**src/dnd_pkg.sv**
```systemverilog
`timescale 1ns / 1ps
// ----------------------------------------------------------------------------
// dnd_pkg
// Shared types and constants of the netboot DHCP discover filter.
// ----------------------------------------------------------------------------
package dnd_pkg;

  localparam int unsigned MAX_FRAME_BYTES = 2048;
  localparam int unsigned MAX_UUID_BYTES  = 32;
  localparam int unsigned POS_W  = $clog2(MAX_FRAME_BYTES + 1);
  localparam int unsigned UAW    = $clog2(MAX_UUID_BYTES);
  localparam int unsigned UCNT_W = $clog2(MAX_UUID_BYTES + 1);

  localparam logic [3:0] ST_OK          = 4'd0;
  localparam logic [3:0] ST_SHORT       = 4'd1;
  localparam logic [3:0] ST_IPLEN       = 4'd2;
  localparam logic [3:0] ST_BAD_HDR     = 4'd3;
  localparam logic [3:0] ST_IP_CSUM     = 4'd4;
  localparam logic [3:0] ST_UDP_CSUM    = 4'd5;
  localparam logic [3:0] ST_PORTS       = 4'd6;
  localparam logic [3:0] ST_MAGIC       = 4'd7;
  localparam logic [3:0] ST_NOT_REQUEST = 4'd8;
  localparam logic [3:0] ST_NOT_DISC    = 4'd9;
  localparam logic [3:0] ST_MISSING     = 4'd10;
  localparam logic [3:0] ST_UUID_LONG   = 4'd11;

  typedef struct packed {
    logic [7:0] frame_byte;
    logic       last_byte;
  } item_t;

  typedef struct packed {
    logic        accepted;
    logic [3:0]  status;
    logic [47:0] src_mac;
    logic [5:0]  uuid_count;
    logic [4:0]  uuid_index;
    logic [7:0]  uuid_byte;
    logic        last_result;
  } result_t;

  typedef struct packed {
    logic [3:0]        status;
    logic [47:0]       src_mac;
    logic [UCNT_W-1:0] count;
    logic              bank;
  } summary_t;

  typedef struct packed {
    logic           we;
    logic [UAW:0]   addr;
    logic [7:0]     data;
  } uuid_wr_t;

endpackage

```
**src/dnd_fifo.sv**
```systemverilog
`timescale 1ns / 1ps
// ----------------------------------------------------------------------------
// dnd_fifo
// Two-entry queue of frame summaries between parser and emitter.
// ----------------------------------------------------------------------------
module dnd_fifo (
  input  logic              clk,
  input  logic              rst,
  input  logic              wr,
  input  dnd_pkg::summary_t wdata,
  input  logic              rd,
  output logic              valid,
  output dnd_pkg::summary_t rdata
);

  dnd_pkg::summary_t mem [2];
  logic       wptr, rptr;
  logic [1:0] count;

  assign valid = (count != 2'd0);
  assign rdata = mem[rptr];

  always_ff @(posedge clk) begin
    if (wr) begin
      mem[wptr] <= wdata;
    end
    if (rst) begin
      wptr  <= 1'b0;
      rptr  <= 1'b0;
      count <= 2'd0;
    end else begin
      if (wr) wptr <= ~wptr;
      if (rd) rptr <= ~rptr;
      count <= count + 2'(wr) - 2'(rd);
    end
  end

  a_no_overflow: assert property (@(posedge clk) disable iff (rst)
    wr |-> (count != 2'd2 || rd)) else $error("summary queue overflow");
  a_no_underflow: assert property (@(posedge clk) disable iff (rst)
    rd |-> valid) else $error("summary queue underflow");
  a_count_range: assert property (@(posedge clk) disable iff (rst)
    count != 2'd3) else $error("summary queue count out of range");

endmodule

```
**src/dnd_front.sv**
```systemverilog
`timescale 1ns / 1ps
// ----------------------------------------------------------------------------
// dnd_front
// Per-byte header parse, checksums and option walk; classifies each frame.
// ----------------------------------------------------------------------------
module dnd_front (
  input  logic              clk,
  input  logic              rst,
  input  logic              take,
  input  dnd_pkg::item_t    item,
  output dnd_pkg::uuid_wr_t uwr,
  output logic              sum_push,
  output dnd_pkg::summary_t sum_data
);

  localparam logic [2:0] W_CODE = 3'd0;
  localparam logic [2:0] W_LEN  = 3'd1;
  localparam logic [2:0] W_DATA = 3'd2;
  localparam logic [2:0] W_STOP = 3'd3;
  localparam logic [2:0] W_NDSC = 3'd4;
  localparam logic [2:0] W_ULNG = 3'd5;

  localparam int HF_VERIHL = 0;
  localparam int HF_PROTO  = 1;
  localparam int HF_SPORT  = 2;
  localparam int HF_DPORT  = 3;
  localparam int HF_COOKIE = 4;
  localparam int HF_OP     = 5;

  localparam int PW = dnd_pkg::POS_W;
  localparam int CW = dnd_pkg::UCNT_W;

  logic [PW-1:0] pos, pos_next;
  logic [15:0]   iptl, iptl_next, udpl, udpl_next;
  logic [19:0]   ipsum, ipsum_next;
  logic [27:0]   udpsum, udpsum_next;
  logic [31:0]   chk, chk_next;
  logic [5:0]    flags, flags_next;
  logic [2:0]    walk, walk_next;
  logic [7:0]    ocode, ocode_next, oleft, oleft_next;
  logic          ofirst, ofirst_next;
  logic [2:0]    marks, marks_next;
  logic [47:0]   mac, mac_next;
  logic [CW-1:0] ulen, ulen_next;
  logic          bank;

  logic          snap_valid;
  logic [PW-1:0] s_len;
  logic [15:0]   s_iptl, s_udpl;
  logic [19:0]   s_ipsum;
  logic [27:0]   s_udpsum;
  logic [31:0]   s_chk;
  logic [5:0]    s_flags;
  logic [2:0]    s_walk, s_marks;
  logic [47:0]   s_mac;
  logic [CW-1:0] s_ulen;
  logic          s_bank;

  logic [7:0]    b;
  logic [15:0]   w;
  logic          active;

  function automatic logic [15:0] fold(input logic [27:0] s);
    logic [16:0] a;
    logic [16:0] c;
    a = 17'(s[27:16]) + 17'(s[15:0]);
    c = a + 17'(a[16]);
    return ~c[15:0];
  endfunction

  assign b      = item.frame_byte;
  assign w      = pos[0] ? {8'd0, b} : {b, 8'd0};
  assign active = take && (pos < PW'(dnd_pkg::MAX_FRAME_BYTES));

  always_comb begin
    pos_next    = pos;
    iptl_next   = iptl;
    udpl_next   = udpl;
    ipsum_next  = ipsum;
    udpsum_next = udpsum;
    chk_next    = chk;
    flags_next  = flags;
    walk_next   = walk;
    ocode_next  = ocode;
    oleft_next  = oleft;
    ofirst_next = ofirst;
    marks_next  = marks;
    mac_next    = mac;
    ulen_next   = ulen;
    uwr         = '0;
    uwr.addr    = {bank, ulen[dnd_pkg::UAW-1:0]};
    uwr.data    = b;
    if (active) begin
      pos_next = pos + PW'(1);
      if (pos >= 6 && pos < 12) mac_next = {mac[39:0], b};
      if (pos >= 14 && pos < 34 && pos != 24 && pos != 25) begin
        ipsum_next = ipsum + 20'(w);
      end
      if (pos >= 18 && (17'(pos) - 17'd14) < 17'(iptl) &&
          (pos == 23 || (pos >= 26 && pos < 40) || pos >= 42)) begin
        udpsum_next = udpsum + 28'(w);
      end
      case (pos)
        14:  flags_next[HF_VERIHL] = (b == 8'h45);
        16:  iptl_next = {b, 8'd0};
        17:  iptl_next = {iptl[15:8], b};
        23:  flags_next[HF_PROTO] = (b == 8'd17);
        24:  chk_next[31:24] = b;
        25:  chk_next[23:16] = b;
        34:  flags_next[HF_SPORT] = (b == 8'd0);
        35:  flags_next[HF_SPORT] = flags[HF_SPORT] && (b == 8'd68);
        36:  flags_next[HF_DPORT] = (b == 8'd0);
        37:  flags_next[HF_DPORT] = flags[HF_DPORT] && (b == 8'd67);
        38:  udpl_next = {b, 8'd0};
        39:  udpl_next = {udpl[15:8], b};
        40:  chk_next[15:8] = b;
        41:  chk_next[7:0] = b;
        42:  flags_next[HF_OP] = (b == 8'd1);
        278: flags_next[HF_COOKIE] = (b == 8'h63);
        279: flags_next[HF_COOKIE] = flags[HF_COOKIE] && (b == 8'h82);
        280: flags_next[HF_COOKIE] = flags[HF_COOKIE] && (b == 8'h53);
        281: flags_next[HF_COOKIE] = flags[HF_COOKIE] && (b == 8'h63);
        default: ;
      endcase
      if (pos >= 282) begin
        case (walk)
          W_CODE: begin
            if (b == 8'h00 || b == 8'hff) begin
              walk_next = W_STOP;
            end else begin
              ocode_next = b;
              walk_next  = W_LEN;
            end
          end
          W_LEN: begin
            oleft_next  = b;
            ofirst_next = 1'b1;
            walk_next   = (b == 8'd0) ? W_CODE : W_DATA;
            if (ocode == 8'h35 && b == 8'd0) begin
              walk_next = W_NDSC;
            end else if (ocode == 8'h61) begin
              if (9'(b) > 9'(dnd_pkg::MAX_UUID_BYTES)) begin
                walk_next = W_ULNG;
              end else begin
                marks_next[2] = 1'b1;
                ulen_next     = '0;
              end
            end
          end
          W_DATA: begin
            oleft_next  = oleft - 8'd1;
            ofirst_next = 1'b0;
            if (oleft == 8'd1) walk_next = W_CODE;
            if (ocode == 8'h35 && ofirst) begin
              if (b != 8'd1) walk_next = W_NDSC;
              else marks_next[0] = 1'b1;
            end else if (ocode == 8'h37 && b == 8'h42) begin
              marks_next[1] = 1'b1;
            end else if (ocode == 8'h61 &&
                         ulen < CW'(dnd_pkg::MAX_UUID_BYTES)) begin
              uwr.we    = 1'b1;
              ulen_next = ulen + CW'(1);
            end
          end
          default: ;
        endcase
      end
    end
  end

  always_ff @(posedge clk) begin
    if (take && item.last_byte) begin
      s_len    <= pos_next;
      s_iptl   <= iptl_next;
      s_udpl   <= udpl_next;
      s_ipsum  <= ipsum_next;
      s_udpsum <= udpsum_next;
      s_chk    <= chk_next;
      s_flags  <= flags_next;
      s_walk   <= walk_next;
      s_marks  <= marks_next;
      s_mac    <= mac_next;
      s_ulen   <= ulen_next;
      s_bank   <= bank;
    end
    if (rst || (take && item.last_byte)) begin
      pos    <= '0;
      iptl   <= '0;
      udpl   <= '0;
      ipsum  <= '0;
      udpsum <= '0;
      chk    <= '0;
      flags  <= '0;
      walk   <= W_CODE;
      ocode  <= '0;
      oleft  <= '0;
      ofirst <= 1'b0;
      marks  <= '0;
      mac    <= '0;
      ulen   <= '0;
    end else begin
      pos    <= pos_next;
      iptl   <= iptl_next;
      udpl   <= udpl_next;
      ipsum  <= ipsum_next;
      udpsum <= udpsum_next;
      chk    <= chk_next;
      flags  <= flags_next;
      walk   <= walk_next;
      ocode  <= ocode_next;
      oleft  <= oleft_next;
      ofirst <= ofirst_next;
      marks  <= marks_next;
      mac    <= mac_next;
      ulen   <= ulen_next;
    end
    if (rst) begin
      bank       <= 1'b0;
      snap_valid <= 1'b0;
    end else begin
      snap_valid <= take && item.last_byte;
      if (take && item.last_byte) bank <= ~bank;
    end
  end

  // classify the captured frame
  logic [3:0] st;
  logic [15:0] ipchk, udpchk;

  assign ipchk  = s_chk[31:16];
  assign udpchk = s_chk[15:0];

  always_comb begin
    if (s_len < PW'(42)) begin
      st = dnd_pkg::ST_SHORT;
    end else if (17'(s_iptl) + 17'd14 > 17'(s_len)) begin
      st = dnd_pkg::ST_IPLEN;
    end else if (!s_flags[HF_VERIHL] || !s_flags[HF_PROTO] ||
                 17'(s_iptl) != 17'(s_udpl) + 17'd20) begin
      st = dnd_pkg::ST_BAD_HDR;
    end else if (ipchk != fold(28'(s_ipsum))) begin
      st = dnd_pkg::ST_IP_CSUM;
    end else if (udpchk != 16'd0 && udpchk != fold(s_udpsum + 28'(s_udpl))) begin
      st = dnd_pkg::ST_UDP_CSUM;
    end else if (!s_flags[HF_SPORT] || !s_flags[HF_DPORT]) begin
      st = dnd_pkg::ST_PORTS;
    end else if (s_len < PW'(282) || !s_flags[HF_COOKIE]) begin
      st = dnd_pkg::ST_MAGIC;
    end else if (!s_flags[HF_OP]) begin
      st = dnd_pkg::ST_NOT_REQUEST;
    end else if (s_walk == W_NDSC) begin
      st = dnd_pkg::ST_NOT_DISC;
    end else if (s_walk == W_ULNG) begin
      st = dnd_pkg::ST_UUID_LONG;
    end else if (s_marks != 3'b111) begin
      st = dnd_pkg::ST_MISSING;
    end else begin
      st = dnd_pkg::ST_OK;
    end
  end

  assign sum_push         = snap_valid;
  assign sum_data.status  = st;
  assign sum_data.src_mac = s_mac;
  assign sum_data.count   = (st == dnd_pkg::ST_OK) ? s_ulen : '0;
  assign sum_data.bank    = s_bank;

endmodule

```
**src/dnd_back.sv**
```systemverilog
`timescale 1ns / 1ps
// ----------------------------------------------------------------------------
// dnd_back
// UUID buffer (two banks) and result emitter, one result per cycle while popped.
// ----------------------------------------------------------------------------
module dnd_back (
  input  logic              clk,
  input  logic              rst,
  input  dnd_pkg::uuid_wr_t uwr,
  input  logic              sum_valid,
  input  dnd_pkg::summary_t sum,
  output logic              sum_pop,
  output logic              empty,
  input  logic              pop,
  output dnd_pkg::result_t  result
);

  localparam int AW = dnd_pkg::UAW;
  localparam int CW = dnd_pkg::UCNT_W;

  logic [7:0] mem [2 * dnd_pkg::MAX_UUID_BYTES];
  logic [7:0] rd_data;

  logic [AW-1:0] k;
  logic [CW-1:0] n;
  logic          load, is_last, out_valid;
  logic          r_acc, r_last, r_zero;
  logic [3:0]    r_status;
  logic [47:0]   r_mac;
  logic [5:0]    r_count;
  logic [4:0]    r_index;

  assign n       = (sum.count == '0) ? CW'(1) : sum.count;
  assign is_last = (CW'(k) + CW'(1) == n);
  assign load    = sum_valid && (!out_valid || pop);
  assign sum_pop = load && is_last;
  assign empty   = !out_valid;

  always_ff @(posedge clk) begin
    if (uwr.we) mem[uwr.addr] <= uwr.data;
    if (load) begin
      rd_data  <= mem[{sum.bank, k}];
      r_acc    <= (sum.status == dnd_pkg::ST_OK);
      r_status <= sum.status;
      r_mac    <= sum.src_mac;
      r_count  <= 6'(sum.count);
      r_zero   <= (sum.count == '0);
      r_index  <= (sum.count == '0) ? 5'd0 : 5'(k);
      r_last   <= is_last;
    end
    if (rst) begin
      out_valid <= 1'b0;
      k         <= '0;
    end else begin
      if (load) begin
        out_valid <= 1'b1;
        k <= is_last ? '0 : k + AW'(1);
      end else if (pop) begin
        out_valid <= 1'b0;
      end
    end
  end

  assign result.accepted    = r_acc;
  assign result.status      = r_status;
  assign result.src_mac     = r_mac;
  assign result.uuid_count  = r_count;
  assign result.uuid_index  = r_index;
  assign result.uuid_byte   = r_zero ? 8'd0 : rd_data;
  assign result.last_result = r_last;

endmodule

```
**src/dhcp_netboot_discover_filter.sv**
```systemverilog
`timescale 1ns / 1ps
// ----------------------------------------------------------------------------
// dhcp_netboot_discover_filter
// Filters received frames for netboot DHCP DISCOVER requests.
// ----------------------------------------------------------------------------
// Takes one frame byte per cycle while not full. Frame summaries are
// registered and queued; results leave one per cycle while popped (1 to 32
// per frame). Two finished frames may wait in the result path; a third
// frame's bytes are held off (full) until the older one has left. Synchronous
// reset clears all control state; the UUID buffer is not cleared.
module dhcp_netboot_discover_filter (
  input  logic             clk,
  input  logic             rst,
  input  logic             push,
  output logic             full,
  input  dnd_pkg::item_t   item,
  output logic             empty,
  input  logic             pop,
  output dnd_pkg::result_t result
);

  dnd_pkg::uuid_wr_t uwr;
  dnd_pkg::summary_t fsum, qsum;
  logic              fpush, qvalid, qpop, take, done;
  logic [1:0]        pending;

  assign take = push && !full;
  assign done = pop && !empty && result.last_result;
  assign full = (pending == 2'd2);

  always_ff @(posedge clk) begin
    if (rst) begin
      pending <= 2'd0;
    end else begin
      pending <= pending + 2'(take && item.last_byte) - 2'(done);
    end
  end

  dnd_front u_front (
    .clk      (clk),
    .rst      (rst),
    .take     (take),
    .item     (item),
    .uwr      (uwr),
    .sum_push (fpush),
    .sum_data (fsum)
  );

  dnd_fifo u_fifo (
    .clk   (clk),
    .rst   (rst),
    .wr    (fpush),
    .wdata (fsum),
    .rd    (qpop),
    .valid (qvalid),
    .rdata (qsum)
  );

  dnd_back u_back (
    .clk       (clk),
    .rst       (rst),
    .uwr       (uwr),
    .sum_valid (qvalid),
    .sum       (qsum),
    .sum_pop   (qpop),
    .empty     (empty),
    .pop       (pop),
    .result    (result)
  );

  a_pending_range: assert property (@(posedge clk) disable iff (rst)
    pending != 2'd3) else $error("pending frame count out of range");
  a_single_when_zero: assert property (@(posedge clk) disable iff (rst)
    (!empty && result.uuid_count == 6'd0) |-> result.last_result)
    else $error("frame with no UUID must give one result");
  a_accept_ok: assert property (@(posedge clk) disable iff (rst)
    !empty |-> (result.accepted == (result.status == dnd_pkg::ST_OK)))
    else $error("verdict and status disagree");

endmodule

```
**config.mk**
```make
export PLATFORM = sky130hd
export DESIGN_NAME = dhcp_netboot_discover_filter
export DESIGN_NICKNAME = d
export VERILOG_FILES = /design/src/dnd_pkg.sv /design/src/dnd_fifo.sv /design/src/dnd_front.sv /design/src/dnd_back.sv /design/src/dhcp_netboot_discover_filter.sv
export SDC_FILE = /design/constraint.sdc
export NUM_CORES = 2
export LEC_CHECK = 0
export BUFFER_PORTS_ARGS = -buffer_cell sky130_fd_sc_hd__buf_2
export CORE_MARGIN = 5
export CORE_UTILIZATION = 55
export DETAILED_ROUTE_END_ITERATION = 8
export HOLD_SLACK_MARGIN = 0.1
export PLACE_DENSITY = 0.72
export SYNTH_ARGS = -nofsm -noshare
export SYNTH_HDL_FRONTEND = slang
export SYNTH_SLANG_ARGS = --single-unit
```
**constraint.sdc**
```tcl
create_clock -name clk -period 12.7 [get_ports clk]
set_clock_uncertainty 0.05 [all_clocks]
set_input_delay 1.905 -clock clk [delete_from_list [all_inputs] [get_ports clk]]
set_output_delay 1.905 -clock clk [all_outputs]
set_load 0.02 [all_outputs]
```
==> results.md <==
* Power, Total at 7636 uW
* Final wirelength at between 100000 and 150000 um
* Root Driver: clkbuf_16
* Critical path endpoint category: flip-flop
* CP max FO at 6
* Synth Warn # at 0
* Reg clk slew, reported paths at about 60 ps
* Max Freq at around 110 MHz
* Synth Area in Adders at 3.033%
* Sequential cell area fraction in the yosys report at 64.35%
* Synth async-reset ratio at 0%
* First-pass GRT wire length at 171200 um
* HP Class: reg2reg
* Vias at 28380
* Run status: completed
* Largest family of logic cells by synthesized area: multiplexers
* CP startpoint kind: flip-flop
* Area of the multi-input gates at 16470 sq um
* M2 GR Usage at 38.99%
* Met3 Resource Use GR at 4.601%
* Peak VDD IR at approximately 100 uV
* Prevailing post-synth register cell: edfxtp_1
* Slew margin rel. at 20.77%
* Antenna violations before repair at 3
* Most common cell after layout, fill and taps aside: edfxtp_1
* Mux cell area share after synthesis at a little under an eighth
* Drt first pass iters at 6
* Period utilisation layout at around 69%
* Worst EP required at 13070 ps
* Fin. max-slew vios at 0
* Synthesized area at 48670 sq um
* PortBufs at 87
* Starting density of the core at 55.24%
* Die extent in x at 307.5 um
* Maximum clock path buffer count at 3
* Setup TNS at 0 ps
* Clk_lat worst skew at just under 700 ps
* GRT Residual Overflow at 0
* H-tree depth at 3
* Die Span Y at slightly above 300 um
* DR WL/cell at 24.13 um
* CTS tree: done
* Ports at 88
* Synth Instances at 3316
* Worst EP arrival at 9120 ps
* Setup Buffers After CTS at 0
* DR iter-0 viols at 2532
* CTS buffer count at 108
* Number of cell rows at 109
* Post-Synth Simple-Gate Area at approximately 10%
* Vias per cell at a little over 6
* EDFF count, synth at around 900
* MaxCap Viol Count at 0
* Largest net degree at the start of global routing at roughly 140
* Share of cells above drive strength 1 at about 18%
* Core area at 88100 sq um
* Slew @ Worst Pin at between 1000 and 1500 ps
* Total die area at 94540 sq um
* Minimum clock period at between 8000 and 9000 ps
* Met1 usage at 31.87%
* Total track usage at 23.58%
* RSZ-0062 raised after global routing: no
* Kind of critical path: reg2reg
* Syn_nets at 3444
* Vias in the first global route at 28550
* Post-synth cell types at 93
* Nets@finish at around 3500
* CP peak stage delay at 580 ps
* Avg Inst Size Synth at 14.68 sq um
* Slowest cell on crit path: o41a_1
* Clk sinks at 1117
* Leak at 0.01861 uW
* Residual DRC at 0
* Power Density at 142.0 nW/um^2
* Most frequent cells in the layout: edfxtp_1, dfxtp_1, nor2_1, and2_1, mux4_2
* Routed Antenna Nets at 0
* CP most frequent cell: ha_1
* Seq. cell area at 31330 sq um
* Busiest grt layer: met2
* Hold_buf cts at 0
* XOR/XNOR Fraction of Synth Area at 3.435%
* Synth Area in Compound Gates at 5.954%
* Post-CTS sizing at 0
* Yosys reg bits at 1117
* Worst hold slack at 382.4 ps
* Final GP Congestion at 0.8572
* Fin. Hold Viols at 0
* Area Growth Syn to Fin at 10.49%
* Setup violations, final at 0
* Hpwl dp at 73180 um
* FILL cells at 6512
-- through the flow --
| step | utilization (%) | cell area, sq um | worst slack (ps) | cells |
|---|---|---|---|---|
| final | 61.04 | 53780 | 3954 | 4661 |
| after global routing | 61.03 | 53770 | 3416 | 4659 |
| after CTS | 61.03 | 53770 | 3990 | 4659 |
| after detailed placement | 57.08 | 50290 | 4062 | 4454 |
| after global placement | 57.08 | 50290 | 4306 | 4454 |
| after floorplan | - | 48670 | 5470 | 3316 |
-- per-layer routing --
metal  vias to the layer above  wire length, um
met5                         -               13
met4                         2             3896
met3                       222             7704
met2                      1086            54880
met1                     14270            45960
li1                      12800                -
-- cell usage after synthesis (15+ instances only) --
master	count	area, sq um
edfxtp_1	895	26880
dfxtp_1	222	4444
nor2_1	202	758.2
and2_1	198	1239
mux4_2	168	3784
nand2_1	151	566.8
mux2_2	139	1565
clkbuf_1	119	446.7
ha_1	110	1376
xnor2_1	110	963.4
o21ai_0	101	505.5
inv_1	90	337.8
a21oi_1	79	395.4
xor2_1	72	630.6
nand3_1	69	345.3
nor3_1	49	245.2
nor2b_1	38	237.7
and3_1	37	231.5
a22o_1	35	306.5
nand4_1	27	168.9
a21o_1	25	187.7
buf_1	25	93.84
nand2b_1	23	143.9
mux2i_1	21	210.2
nor4_1	19	118.9
or3_1	18	112.6
o21a_1	17	127.6
o211ai_1	16	120.1
o31ai_1	15	112.6
-- sequential cells by signal, indices dropped and copies added, names as in the netlist, 8 cells and up, named ones only --
| register | flops |
|---|---|
| u_front.ocode | 8 |
| u_front.s_chk | 32 |
| u_front.pos | 12 |
| u_back.r_mac | 48 |
| u_front.s_mac | 48 |
| u_front.oleft | 8 |
| u_front.s_len | 12 |
| u_front.iptl | 16 |
| u_front.udpsum | 28 |
| u_front.s_iptl | 16 |
| u_front.s_udpsum | 28 |
| u_back.rd_data | 8 |
| u_front.chk | 32 |
| u_fifo.mem | 118 |
| u_front.s_udpl | 16 |
| u_front.ipsum | 20 |
| u_front.s_ipsum | 20 |
| u_back.mem | 512 |
| u_front.mac | 48 |
| u_front.udpl | 16 |
-- cells by family (layout without fill, tap and decap cells) --
kind of cell | Yosys count | after routing
DFF | 1117 | 1117
xor gates and xnor gates | 186 | 186
buffers and inverters | 238 | 416
adders and majority gates | 115 | 115
muxes | 328 | 328
AOI/OAI and AO/OA | 421 | 421
other | 0 | 2
and+or+nand+nor | 911 | 911
-- layout make-up --
class	instances	area share [%]
Sequential cell	1117	58.26
Multi-Input combinational cell	1961	30.62
Clock buffer	153	5.586
Tap cell	1165	2.711
Timing Repair Buffer	121	1.284
Clock inverter	52	0.8842
Inverter	90	0.6422
Antenna cell	2	0.009307
-- power by group --
part | switching (uW) | leakage [uW] | internal, uW
Clock | 1360 | 0.00168 | 1760
Sequential | 39.0 | 0.0100 | 4000
Combinational | 301 | 0.00688 | 178
-- worst max-delay path: cells and delay by family, from the launching register on --
kind	cells	cell delay, ps
AO/OA/AOI/OAI	11	3460
buffers and inverters	1	70
adder cells (fa/ha/maj)	6	1660
AND/OR/NAND/NOR	11	2430
XOR/XNOR	1	390
flip-flops	1	410
-- worst paths after layout --
kind	start	end	slack, ps	cells after the start
worst max-delay path	u_front.s_udpl[0]	u_fifo.mem[0][1]	3950	30
worst min register to register	u_front.s_mac[0]	u_fifo.mem[0][7]	380	0
worst max register to register	u_front.s_udpl[0]	u_fifo.mem[0][1]	3950	30
worst min-delay path	u_front.s_mac[0]	u_fifo.mem[0][7]	380	0
Note: power is estimated with default switching activity, not from simulation.
